$ cat src/sv/dtq_pkg.sv
// Package for the deadline timer queue: field widths, item and result codes,
// and the layout of one stored timer entry.
// Depends on nothing; imported by deadline_timer_queue.
package dtq_pkg;

  localparam int unsigned TIME_W  = 48;
  localparam int unsigned SEQ_W   = 32;
  localparam int unsigned DELAY_W = 32;
  localparam int unsigned KIND_W  = 2;
  localparam int unsigned RKIND_W = 3;

  localparam logic [TIME_W-1:0] TIME_MAX = '1;

  // Input item kinds
  localparam logic [KIND_W-1:0] KIND_ADD    = 2'd0;
  localparam logic [KIND_W-1:0] KIND_CANCEL = 2'd1;
  localparam logic [KIND_W-1:0] KIND_TICK   = 2'd2;

  // Result kinds
  localparam logic [RKIND_W-1:0] RK_ADDED     = 3'd0;
  localparam logic [RKIND_W-1:0] RK_REJECT    = 3'd1;
  localparam logic [RKIND_W-1:0] RK_FIRED     = 3'd2;
  localparam logic [RKIND_W-1:0] RK_CANCELLED = 3'd3;
  localparam logic [RKIND_W-1:0] RK_NOT_FOUND = 3'd4;
  localparam logic [RKIND_W-1:0] RK_SUMMARY   = 3'd5;

  // One timer slot as held in the entry memory
  typedef struct packed {
    logic              valid;
    logic              stopped;
    logic [SEQ_W-1:0]  seq;
    logic [TIME_W-1:0] deadline;
  } entry_t;

endpackage

$ cat src/sv/deadline_timer_queue.sv
// Deadline timer queue: slot memory, scan sequencer and output register.
// Depends on dtq_pkg.
//
//  channel | direction | handshake               | payload
//  --------+-----------+-------------------------+-------------------------------------
//  in      | input     | in_valid_i/in_ready_o   | kind, now_ms, offset_ms, cancel_seq
//  out     | output    | out_valid_o/out_ready_i | result_kind, res_seq, deadline_ms,
//          |           |                         | armed, next_deadline_ms, last
//
// An add or cancel runs one scan of the slot memory through its single read port,
// one slot a cycle. A tick runs one scan, then one more for each due timer and one
// more for the summary. After reset a clearing pass invalidates every slot; no word
// is taken until it ends. A stalled output holds the sequencer in the step that
// wants to emit; a word is taken only while the sequencer is idle.
module deadline_timer_queue #(
  parameter int unsigned CAPACITY = 16
) (
  input  logic                          clk_i,
  input  logic                          rst_ni,
  input  logic                          in_valid_i,
  output logic                          in_ready_o,
  input  logic [dtq_pkg::KIND_W-1:0]    kind_i,
  input  logic [dtq_pkg::TIME_W-1:0]    now_ms_i,
  input  logic [dtq_pkg::DELAY_W-1:0]   offset_ms_i,
  input  logic [dtq_pkg::SEQ_W-1:0]     cancel_seq_i,
  output logic                          out_valid_o,
  input  logic                          out_ready_i,
  output logic [dtq_pkg::RKIND_W-1:0]   result_kind_o,
  output logic [dtq_pkg::SEQ_W-1:0]     res_seq_o,
  output logic [dtq_pkg::TIME_W-1:0]    deadline_ms_o,
  output logic                          armed_o,
  output logic [dtq_pkg::TIME_W-1:0]    next_deadline_ms_o,
  output logic                          last_o
);
  import dtq_pkg::*;

  localparam int unsigned IW = $clog2(CAPACITY);
  localparam int unsigned PW = $clog2(CAPACITY + 1);
  localparam logic [IW-1:0] LAST_IDX = IW'(CAPACITY - 1);
  localparam logic [PW-1:0] FULL_CNT = PW'(CAPACITY);

  typedef enum logic [5:0] {
    ST_CLEAR = 6'b000001,
    ST_IDLE  = 6'b000010,
    ST_SCAN  = 6'b000100,
    ST_DONE  = 6'b001000,
    ST_FSCAN = 6'b010000,
    ST_FHIT  = 6'b100000
  } state_e;

  // Control state
  state_e            state_q, state_d;
  logic [SEQ_W-1:0]  next_seq_q, next_seq_d;
  logic [PW-1:0]     pending_q, pending_d;
  logic [IW-1:0]     scan_idx_q, scan_idx_d;
  logic              issue_q, issue_d;
  logic              cmp_vld_q, cmp_vld_d;
  logic              out_valid_q, out_valid_d;

  // Item and scan payload
  logic [KIND_W-1:0] kind_q, kind_d;
  logic [TIME_W-1:0] now_q, now_d;
  logic [TIME_W-1:0] dl_q, dl_d;
  logic [SEQ_W-1:0]  cseq_q, cseq_d;
  logic [IW-1:0]     cmp_idx_q, cmp_idx_d;
  logic              best_vld_q, best_vld_d;
  logic [IW-1:0]     best_slot_q, best_slot_d;
  logic [TIME_W-1:0] best_dl_q, best_dl_d;
  logic [SEQ_W-1:0]  best_seq_q, best_seq_d;
  logic              best_stp_q, best_stp_d;
  logic              free_vld_q, free_vld_d;
  logic [IW-1:0]     free_slot_q, free_slot_d;
  logic              match_vld_q, match_vld_d;
  logic [IW-1:0]     match_slot_q, match_slot_d;
  logic [TIME_W-1:0] match_dl_q, match_dl_d;
  logic              sum_armed_q, sum_armed_d;
  logic [TIME_W-1:0] sum_next_q, sum_next_d;

  // Output register
  logic [RKIND_W-1:0] out_kind_q, out_kind_d;
  logic [SEQ_W-1:0]   out_seq_q, out_seq_d;
  logic [TIME_W-1:0]  out_dl_q, out_dl_d;
  logic               out_armed_q, out_armed_d;
  logic [TIME_W-1:0]  out_next_q, out_next_d;
  logic               out_last_q, out_last_d;

  // Slot memory
  entry_t            mem [CAPACITY];
  entry_t            rd_q;
  logic              mem_we;
  logic [IW-1:0]     mem_wa;
  entry_t            mem_wd;

  logic              in_acc, out_free, scanning, scan_end;
  logic [TIME_W:0]   add_sum;
  logic [TIME_W-1:0] add_dl;
  logic              due, cand, better, take;
  logic [TIME_W-1:0] cur_next;

  assign in_ready_o = (state_q == ST_IDLE);
  assign in_acc     = in_valid_i && in_ready_o;
  assign out_free   = !out_valid_q || out_ready_i;
  assign scanning   = (state_q == ST_SCAN) || (state_q == ST_FSCAN);
  assign scan_end   = cmp_vld_q && (cmp_idx_q == LAST_IDX);

  // Saturating deadline of a new timer
  assign add_sum = {1'b0, now_ms_i} + {{(TIME_W - DELAY_W + 1){1'b0}}, offset_ms_i};
  assign add_dl  = add_sum[TIME_W] ? TIME_MAX : add_sum[TIME_W-1:0];

  // Shared compare unit on the slot just read
  assign due = (rd_q.deadline <= now_q);
  always_comb begin
    if (state_q == ST_SCAN) begin
      // earliest timer left once the item is done
      cand   = rd_q.valid && ((kind_q != KIND_TICK) || !due);
      better = !best_vld_q || (rd_q.deadline < best_dl_q);
    end else begin
      // earliest due timer by deadline, then sequence
      cand   = rd_q.valid && due;
      better = !best_vld_q || (rd_q.deadline < best_dl_q) ||
               ((rd_q.deadline == best_dl_q) && (rd_q.seq < best_seq_q));
    end
    take = cmp_vld_q && cand && better;
  end

  assign cur_next = best_vld_q ? best_dl_q : '0;

  // Sequencer
  always_comb begin
    state_d      = state_q;
    next_seq_d   = next_seq_q;
    pending_d    = pending_q;
    scan_idx_d   = scan_idx_q;
    issue_d      = issue_q;
    cmp_vld_d    = scanning && issue_q;
    cmp_idx_d    = scan_idx_q;
    out_valid_d  = out_valid_q && !out_ready_i;
    kind_d       = kind_q;
    now_d        = now_q;
    dl_d         = dl_q;
    cseq_d       = cseq_q;
    best_vld_d   = best_vld_q;
    best_slot_d  = best_slot_q;
    best_dl_d    = best_dl_q;
    best_seq_d   = best_seq_q;
    best_stp_d   = best_stp_q;
    free_vld_d   = free_vld_q;
    free_slot_d  = free_slot_q;
    match_vld_d  = match_vld_q;
    match_slot_d = match_slot_q;
    match_dl_d   = match_dl_q;
    sum_armed_d  = sum_armed_q;
    sum_next_d   = sum_next_q;
    out_kind_d   = out_kind_q;
    out_seq_d    = out_seq_q;
    out_dl_d     = out_dl_q;
    out_armed_d  = out_armed_q;
    out_next_d   = out_next_q;
    out_last_d   = out_last_q;
    mem_we       = 1'b0;
    mem_wa       = scan_idx_q;
    mem_wd       = '0;

    // advance the read address through all slots
    if (scanning && issue_q) begin
      if (scan_idx_q == LAST_IDX) begin
        issue_d = 1'b0;
      end else begin
        scan_idx_d = scan_idx_q + IW'(1);
      end
    end

    // track the best candidate, first free slot and first sequence match
    if (take) begin
      best_vld_d  = 1'b1;
      best_slot_d = cmp_idx_q;
      best_dl_d   = rd_q.deadline;
      best_seq_d  = rd_q.seq;
      best_stp_d  = rd_q.stopped;
    end
    if (cmp_vld_q && (state_q == ST_SCAN)) begin
      if (!rd_q.valid && !free_vld_q) begin
        free_vld_d  = 1'b1;
        free_slot_d = cmp_idx_q;
      end
      if (rd_q.valid && (rd_q.seq == cseq_q) && !match_vld_q) begin
        match_vld_d  = 1'b1;
        match_slot_d = cmp_idx_q;
        match_dl_d   = rd_q.deadline;
      end
    end

    case (state_q)
      ST_CLEAR: begin
        mem_we = 1'b1;
        mem_wa = scan_idx_q;
        mem_wd = '0;
        if (scan_idx_q == LAST_IDX) begin
          scan_idx_d = '0;
          state_d    = ST_IDLE;
        end else begin
          scan_idx_d = scan_idx_q + IW'(1);
        end
      end
      ST_IDLE: begin
        if (in_acc) begin
          kind_d = kind_i;
          now_d  = now_ms_i;
          dl_d   = add_dl;
          cseq_d = cancel_seq_i;
          if (kind_i inside {KIND_ADD, KIND_CANCEL, KIND_TICK}) begin
            scan_idx_d  = '0;
            issue_d     = 1'b1;
            best_vld_d  = 1'b0;
            free_vld_d  = 1'b0;
            match_vld_d = 1'b0;
            state_d     = ST_SCAN;
          end
        end
      end
      ST_SCAN: begin
        if (scan_end) begin
          state_d = ST_DONE;
        end
      end
      ST_DONE: begin
        case (kind_q)
          KIND_TICK: begin
            // hold the summary, then drain due timers
            sum_armed_d = best_vld_q;
            sum_next_d  = cur_next;
            scan_idx_d  = '0;
            issue_d     = 1'b1;
            best_vld_d  = 1'b0;
            state_d     = ST_FSCAN;
          end
          KIND_ADD: begin
            if (out_free) begin
              out_valid_d = 1'b1;
              out_last_d  = 1'b1;
              if ((pending_q != FULL_CNT) && free_vld_q) begin
                mem_we      = 1'b1;
                mem_wa      = free_slot_q;
                mem_wd      = '{valid: 1'b1, stopped: 1'b0, seq: next_seq_q, deadline: dl_q};
                pending_d   = pending_q + PW'(1);
                next_seq_d  = next_seq_q + SEQ_W'(1);
                out_kind_d  = RK_ADDED;
                out_seq_d   = next_seq_q;
                out_dl_d    = dl_q;
                out_armed_d = 1'b1;
                out_next_d  = (best_vld_q && (best_dl_q < dl_q)) ? best_dl_q : dl_q;
              end else begin
                out_kind_d  = RK_REJECT;
                out_seq_d   = '0;
                out_dl_d    = '0;
                out_armed_d = best_vld_q;
                out_next_d  = cur_next;
              end
              state_d = ST_IDLE;
            end
          end
          KIND_CANCEL: begin
            if (out_free) begin
              out_valid_d = 1'b1;
              out_last_d  = 1'b1;
              out_seq_d   = cseq_q;
              out_dl_d    = '0;
              out_armed_d = best_vld_q;
              out_next_d  = cur_next;
              if (match_vld_q) begin
                mem_we     = 1'b1;
                mem_wa     = match_slot_q;
                mem_wd     = '{valid: 1'b1, stopped: 1'b1, seq: cseq_q, deadline: match_dl_q};
                out_kind_d = RK_CANCELLED;
              end else begin
                out_kind_d = RK_NOT_FOUND;
              end
              state_d = ST_IDLE;
            end
          end
          default: begin
            state_d = ST_IDLE;
          end
        endcase
      end
      ST_FSCAN: begin
        if (scan_end) begin
          state_d = ST_FHIT;
        end
      end
      ST_FHIT: begin
        if (out_free) begin
          out_armed_d = sum_armed_q;
          out_next_d  = sum_next_q;
          if (best_vld_q) begin
            // drop the earliest due timer, report it unless stopped
            mem_we = 1'b1;
            mem_wa = best_slot_q;
            mem_wd = '0;
            if (pending_q != '0) begin
              pending_d = pending_q - PW'(1);
            end
            if (!best_stp_q) begin
              out_valid_d = 1'b1;
              out_kind_d  = RK_FIRED;
              out_seq_d   = best_seq_q;
              out_dl_d    = best_dl_q;
              out_last_d  = 1'b0;
            end
            scan_idx_d = '0;
            issue_d    = 1'b1;
            best_vld_d = 1'b0;
            state_d    = ST_FSCAN;
          end else begin
            out_valid_d = 1'b1;
            out_kind_d  = RK_SUMMARY;
            out_seq_d   = '0;
            out_dl_d    = '0;
            out_last_d  = 1'b1;
            state_d     = ST_IDLE;
          end
        end
      end
      default: begin
        state_d = ST_IDLE;
      end
    endcase
  end

  // Control registers
  always_ff @(posedge clk_i or negedge rst_ni) begin
    if (!rst_ni) begin
      state_q     <= ST_CLEAR;
      next_seq_q  <= '0;
      pending_q   <= '0;
      scan_idx_q  <= '0;
      issue_q     <= 1'b0;
      cmp_vld_q   <= 1'b0;
      out_valid_q <= 1'b0;
    end else begin
      state_q     <= state_d;
      next_seq_q  <= next_seq_d;
      pending_q   <= pending_d;
      scan_idx_q  <= scan_idx_d;
      issue_q     <= issue_d;
      cmp_vld_q   <= cmp_vld_d;
      out_valid_q <= out_valid_d;
    end
  end

  // Payload registers
  always_ff @(posedge clk_i) begin
    kind_q       <= kind_d;
    now_q        <= now_d;
    dl_q         <= dl_d;
    cseq_q       <= cseq_d;
    cmp_idx_q    <= cmp_idx_d;
    best_vld_q   <= best_vld_d;
    best_slot_q  <= best_slot_d;
    best_dl_q    <= best_dl_d;
    best_seq_q   <= best_seq_d;
    best_stp_q   <= best_stp_d;
    free_vld_q   <= free_vld_d;
    free_slot_q  <= free_slot_d;
    match_vld_q  <= match_vld_d;
    match_slot_q <= match_slot_d;
    match_dl_q   <= match_dl_d;
    sum_armed_q  <= sum_armed_d;
    sum_next_q   <= sum_next_d;
    out_kind_q   <= out_kind_d;
    out_seq_q    <= out_seq_d;
    out_dl_q     <= out_dl_d;
    out_armed_q  <= out_armed_d;
    out_next_q   <= out_next_d;
    out_last_q   <= out_last_d;
  end

  // Slot memory: one write port, one registered read port
  always_ff @(posedge clk_i) begin
    if (mem_we) begin
      mem[mem_wa] <= mem_wd;
    end
    rd_q <= mem[scan_idx_q];
  end

  assign out_valid_o        = out_valid_q;
  assign result_kind_o      = out_kind_q;
  assign res_seq_o          = out_seq_q;
  assign deadline_ms_o      = out_dl_q;
  assign armed_o            = out_armed_q;
  assign next_deadline_ms_o = out_next_q;
  assign last_o             = out_last_q;

  // Checks
  assert property (@(posedge clk_i) disable iff (!rst_ni)
    pending_q <= FULL_CNT)
    else $error("pending count above capacity");

  assert property (@(posedge clk_i) disable iff (!rst_ni)
    (next_seq_q != $past(next_seq_q)) |-> (out_valid_o && (result_kind_o == RK_ADDED)))
    else $error("sequence advanced without an added word");

  assert property (@(posedge clk_i) disable iff (!rst_ni)
    (pending_q != $past(pending_q)) |->
      ((pending_q == $past(pending_q) + PW'(1)) || (pending_q == $past(pending_q) - PW'(1))))
    else $error("pending count moved by more than one");

  assert property (@(posedge clk_i) disable iff (!rst_ni)
    cmp_vld_q |-> ((state_q == ST_SCAN) || (state_q == ST_FSCAN)))
    else $error("slot compare outside a scan");

  assert property (@(posedge clk_i) disable iff (!rst_ni)
    (out_valid_o && (result_kind_o == RK_FIRED)) |-> !last_o)
    else $error("fired word marked as last");

endmodule
$ cat config.mk
export PLATFORM = sky130hd
export DESIGN_NAME = deadline_timer_queue
export DESIGN_NICKNAME = d
export VERILOG_FILES = /design/src/sv/dtq_pkg.sv /design/src/sv/deadline_timer_queue.sv
export SDC_FILE = /design/constraint.sdc
export NUM_CORES = 2
export LEC_CHECK = 0
export BUFFER_PORTS_ARGS = -buffer_cell sky130_fd_sc_hd__buf_2
export CORE_UTILIZATION = 35
export DETAILED_ROUTE_END_ITERATION = 7
export GPL_TIMING_DRIVEN = 1
export PLACE_DENSITY_LB_ADDON = 0.1
export SYNTH_ARGS = -nofsm -noshare
export SYNTH_HDL_FRONTEND = slang
export SYNTH_SLANG_ARGS = --single-unit
$ cat constraint.sdc
create_clock -name clk_i -period 16.74 [get_ports clk_i]
set_input_delay 1.674 -clock clk_i [delete_from_list [all_inputs] [get_ports clk_i]]
set_output_delay 1.674 -clock clk_i [all_outputs]
set_load 0.03 [all_outputs]
==> metrics.log <==
INFO  metric horiz_die_dim = 474 µm
INFO  metric avgRoutedWirePerCell = 28.6 µm
INFO  metric post_cts_resize_count = 0
INFO  metric hold-path-cell-count = 0
INFO  metric met3_length = 13300 µm
INFO  metric cts_tree = yes
INFO  metric postCtsSetupRepairBufs = 0
INFO  metric synth_top_area_share = 68.0%
INFO  metric worstSetupStartpointType = register
INFO  metric filler_cell_count = 19.9k
INFO  metric synth_compound_area_share = 5.61%
INFO  metric die-area = 225000 µm²
INFO  metric share_of_cells_above_drive_strength_1 = around 22%
INFO  metric grt_max_degree = 126
INFO  metric synth.largest_area_cell = sky130_fd_sc_hd__edfxtp_1
INFO  metric critical_path.reg2reg.endpoint = mem[2][31]
INFO  metric worst_setup_path_end_kind = register
INFO  metric clk_pin_slew = 60 ps
INFO  metric crit_required = ~17000 ps
INFO  metric worst_case_headroom_to_the_max_slew_limit = roughly 9.9%
INFO  metric clk_root_buffer_cell = sky130_fd_sc_hd__clkbuf_16
INFO  metric top_layer = met5
INFO  metric synthXorXnorAreaFrac = 1.11%
INFO  metric routed-wl-met2 = just under 100000 µm
INFO  metric portBuffers = approximately 250
INFO  metric worst_hold_launch = rd_q[72]
INFO  metric chipHeight = 474 µm
INFO  metric ys_ff_latch = 1904
INFO  metric first_iter_violations = 4232
INFO  metric first_global_vias = approximately 42k
INFO  metric status = finished clean
INFO  metric final-instance-count-excl-fill = 7818
INFO  metric yosys.area_share.simple = roughly 4.0%
INFO  metric syn-num-nets = 4689
INFO  metric placeableCoreArea = 221000 µm²
INFO  metric starting_density_of_the_core = 35.4%
INFO  metric detail_route.vias_per_cell = 5.42
INFO  metric max_freq = about 180 MHz
INFO  metric synth_cell_types = 72
INFO  metric synth_top_family_by_area = multiplexers
INFO  metric final_area = 89600 µm²
INFO  metric final_min_period_over_clock_period = 32.8%
INFO  metric ys_seq_area_share = about 72%
INFO  metric setup_slack_of_the_most_critical_reg_to_reg_path = around 11000 ps
INFO  metric gp_routability_congestion = about 0.83
INFO  metric p_leak = 33.3 nW
INFO  metric final-setup-viol-count = 0
INFO  metric finish.utilization = 40.6%
INFO  metric worst_hold_path.endpoint = best_seq_q[24]
INFO  metric globalRouteTotalUtil = a little under 20%
INFO  metric worst_skew_pair.late_latency = 870 ps
INFO  metric worst_ir_drop_vdd = 0.110 mV
INFO  metric tritoncts.num_buffers = 202
INFO  metric postRouteAntennaNets = 0
INFO  metric wl = 224000 µm
INFO  metric synth_instances = around 4.4k
INFO  metric num-nets-final = 5020
INFO  metric ys_async_sr_fraction = about 2.6%
INFO  metric cts_hold_repair.buffers = 0
INFO  metric antenna_violations_before_repair = 23
INFO  metric grt_setup_unrepaired = no
INFO  metric synthFlopType = sky130_fd_sc_hd__edfxtp_1
INFO  metric power.density = 123 nW/µm²
INFO  metric final-hold-violation-count = 0
INFO  metric fin_setup_tns = 0 ps
INFO  metric mostFrequentLayoutCells = 1765 x sky130_fd_sc_hd__edfxtp_1, 410 x sky130_fd_sc_hd__mux4_2, 252 x sky130_fd_sc_hd__buf_2
INFO  metric tightest_slew = around 1300 ps
INFO  metric post-route-min-period = 5490 ps
INFO  metric global_route_wire_length_before_repair = 319000 µm
INFO  metric syn-cell-area = 78000 µm²
INFO  metric detailroute.via_count = about 42k
INFO  metric drt_pre_antenna_iters = 6
INFO  metric crit_type = register to register
INFO  metric synth_area_leaders = sky130_fd_sc_hd__edfxtp_1 68%, sky130_fd_sc_hd__mux4_2 12%, sky130_fd_sc_hd__ha_1 3.4%, sky130_fd_sc_hd__dfxtp_1 2.3%, sky130_fd_sc_hd__dfrtp_1 1.6%
INFO  metric dpl.hpwl = ~140000 µm
INFO  metric path_max_fanout = 46
INFO  metric synth.area.mux_share = 12.0%
INFO  metric dp_cells = approximately 7.4k
INFO  metric maxCapViolations = 0
INFO  metric clock_skew = roughly 40 ps
INFO  metric cts_max_path_buffers = 3
INFO  metric synth_fa_ha_area_share = 3.45%
INFO  metric rr_worst_depth = 13
INFO  metric hold_class = register to register
INFO  metric clkSinkCount = between 1.5k and 2k
INFO  metric routedLengthMet1 = between 100000 and 150000 µm
INFO  metric yosysWarnings = 0
INFO  metric core.rowCount = 172
INFO  metric leading_cell_type_in_the_layout_fill_and_taps_excluded = sky130_fd_sc_hd__edfxtp_1
INFO  metric r2r-start = state_q[1]
INFO  metric htree_num_levels = 4
INFO  metric timing_max_transition_violations_final = 0
INFO  metric detailed_place.area = 83000 µm²
INFO  metric syn2layout_area_growth = 14.8%
INFO  metric syn-mean-instance-area = roughly 18 µm²
INFO  metric critical_path_arrival = 5940 ps
INFO  metric floorplan.io_pins = around 250
INFO  metric overflow = 0
INFO  metric post-route-drc-count = 0
INFO  metric number_of_enable_type_register_cells_in_the_synthesized_netlist = 1765
## cell usage after synthesis, drive strengths merged, types with 16 or more instances
master,number
edfxtp,1765
mux4,410
nor2,243
nand2,213
ha,212
inv,203
clkbuf,146
a21oi,141
a22oi,129
dfxtp,89
o21ai,71
a21o,62
buf,57
o22ai,54
xor2,50
a221o,49
dfrtp,49
xnor2,49
nand3,47
nand4,44
a221oi,33
and3,21
nor3,21
nor2b,18
a211oi,17
nand2b,16
nor4,16
## kinds of logic after synthesis
| group | Yosys count |
|---|---|
| simple gates | 681 |
| xor+xnor | 99 |
| fa+ha+maj | 214 |
| buf+inv | 407 |
| flops | 1904 |
| compound gates | 632 |
| mux | 420 |
## state kept, by name (all words and copies together), names as in the netlist, 2 cells and up
name,flops
best_seq_q,32
sum_next_q,48
result_kind_o,3
match_dl_q,48
dl_q,48
deadline_ms_o,48
cmp_idx_q,4
next_deadline_ms_o,48
res_seq_o,32
free_slot_q,4
now_q,48
best_slot_q,4
state_q,6
best_dl_q,48
pending_q,5
cmp_idx_d,4
kind_q,2
rd_q,82
next_seq_q,32
mem,1312
cseq_q,32
match_slot_q,4
## worst max-delay path by stage
| stage | depth (start not counted) | endpoint | from |
|---|---|---|---|
| 2_1_floorplan | 3 | deadline_ms_o[0] | out_ready_i |
| 3_3_place_gp | 10 | mem[10][29] | out_ready_i |
| 3_5_place_dp | 10 | mem[2][25] | out_ready_i |
| 4_1_cts | 6 | rd_q[7] | cmp_idx_d[1] |
| 5_1_grt | 13 | mem[2][31] | state_q[1] |
| 6_report | 13 | mem[2][31] | state_q[1] |
## through the flow
stage | worst slack [ps] | total power [W] | hold slack, ps
CTS | 11160 | 0.0111 | 484
finish | 11250 | 0.0110 | 484
floorplan | 5680 | 0.00625 | 345
global placement | 10410 | 0.00666 | 466
detailed placement | 10500 | 0.00666 | 470
global route | 10920 | 0.0114 | 496
## critical path, stage by stage, from the launching register on
cell and delay, ps:
sky130_fd_sc_hd__dfrtp_1 400, sky130_fd_sc_hd__or3_1 460, sky130_fd_sc_hd__nor2_1 150, sky130_fd_sc_hd__nand3_2 220, sky130_fd_sc_hd__buf_4 380, sky130_fd_sc_hd__clkinv_2 80, sky130_fd_sc_hd__buf_4 440, sky130_fd_sc_hd__nor2_1 120
sky130_fd_sc_hd__o21ai_0 220, sky130_fd_sc_hd__o211ai_1 210, sky130_fd_sc_hd__nand2b_1 370, sky130_fd_sc_hd__nor2_4 630, sky130_fd_sc_hd__buf_4 500, sky130_fd_sc_hd__buf_4 770
## power breakdown
part | switching [W] | internal, W
Sequential | 0.000144 | 0.00531
Combinational | 0.000707 | 0.000385
Clock | 0.00187 | 0.00259
Total | 0.00272 | 0.00828
## metal layers
layer | up-vias | track usage (%)
met3 | 244 | 3.11
met5 | - | 0
li1 | 18200 | -
met1 | 22600 | 31.5
met2 | 1319 | 28.5
met4 | 2 | 4.21
## layout make-up
class / instances / area [µm²] / share of cell area, %
Tap cell: 2958 / 3700 / 4.13
Antenna cell: 4 / 10.0 / 0.0112
Clock buffer: 266 / 5450 / 6.08
Multi-Input combinational cell: 2046 / 20600 / 23.0
Inverter: 204 / 767 / 0.856
Timing Repair Buffer: 330 / 1870 / 2.08
Sequential cell: 1904 / 56100 / 62.6
Clock inverter: 106 / 1100 / 1.23
(Power assumes the default switching activity.)
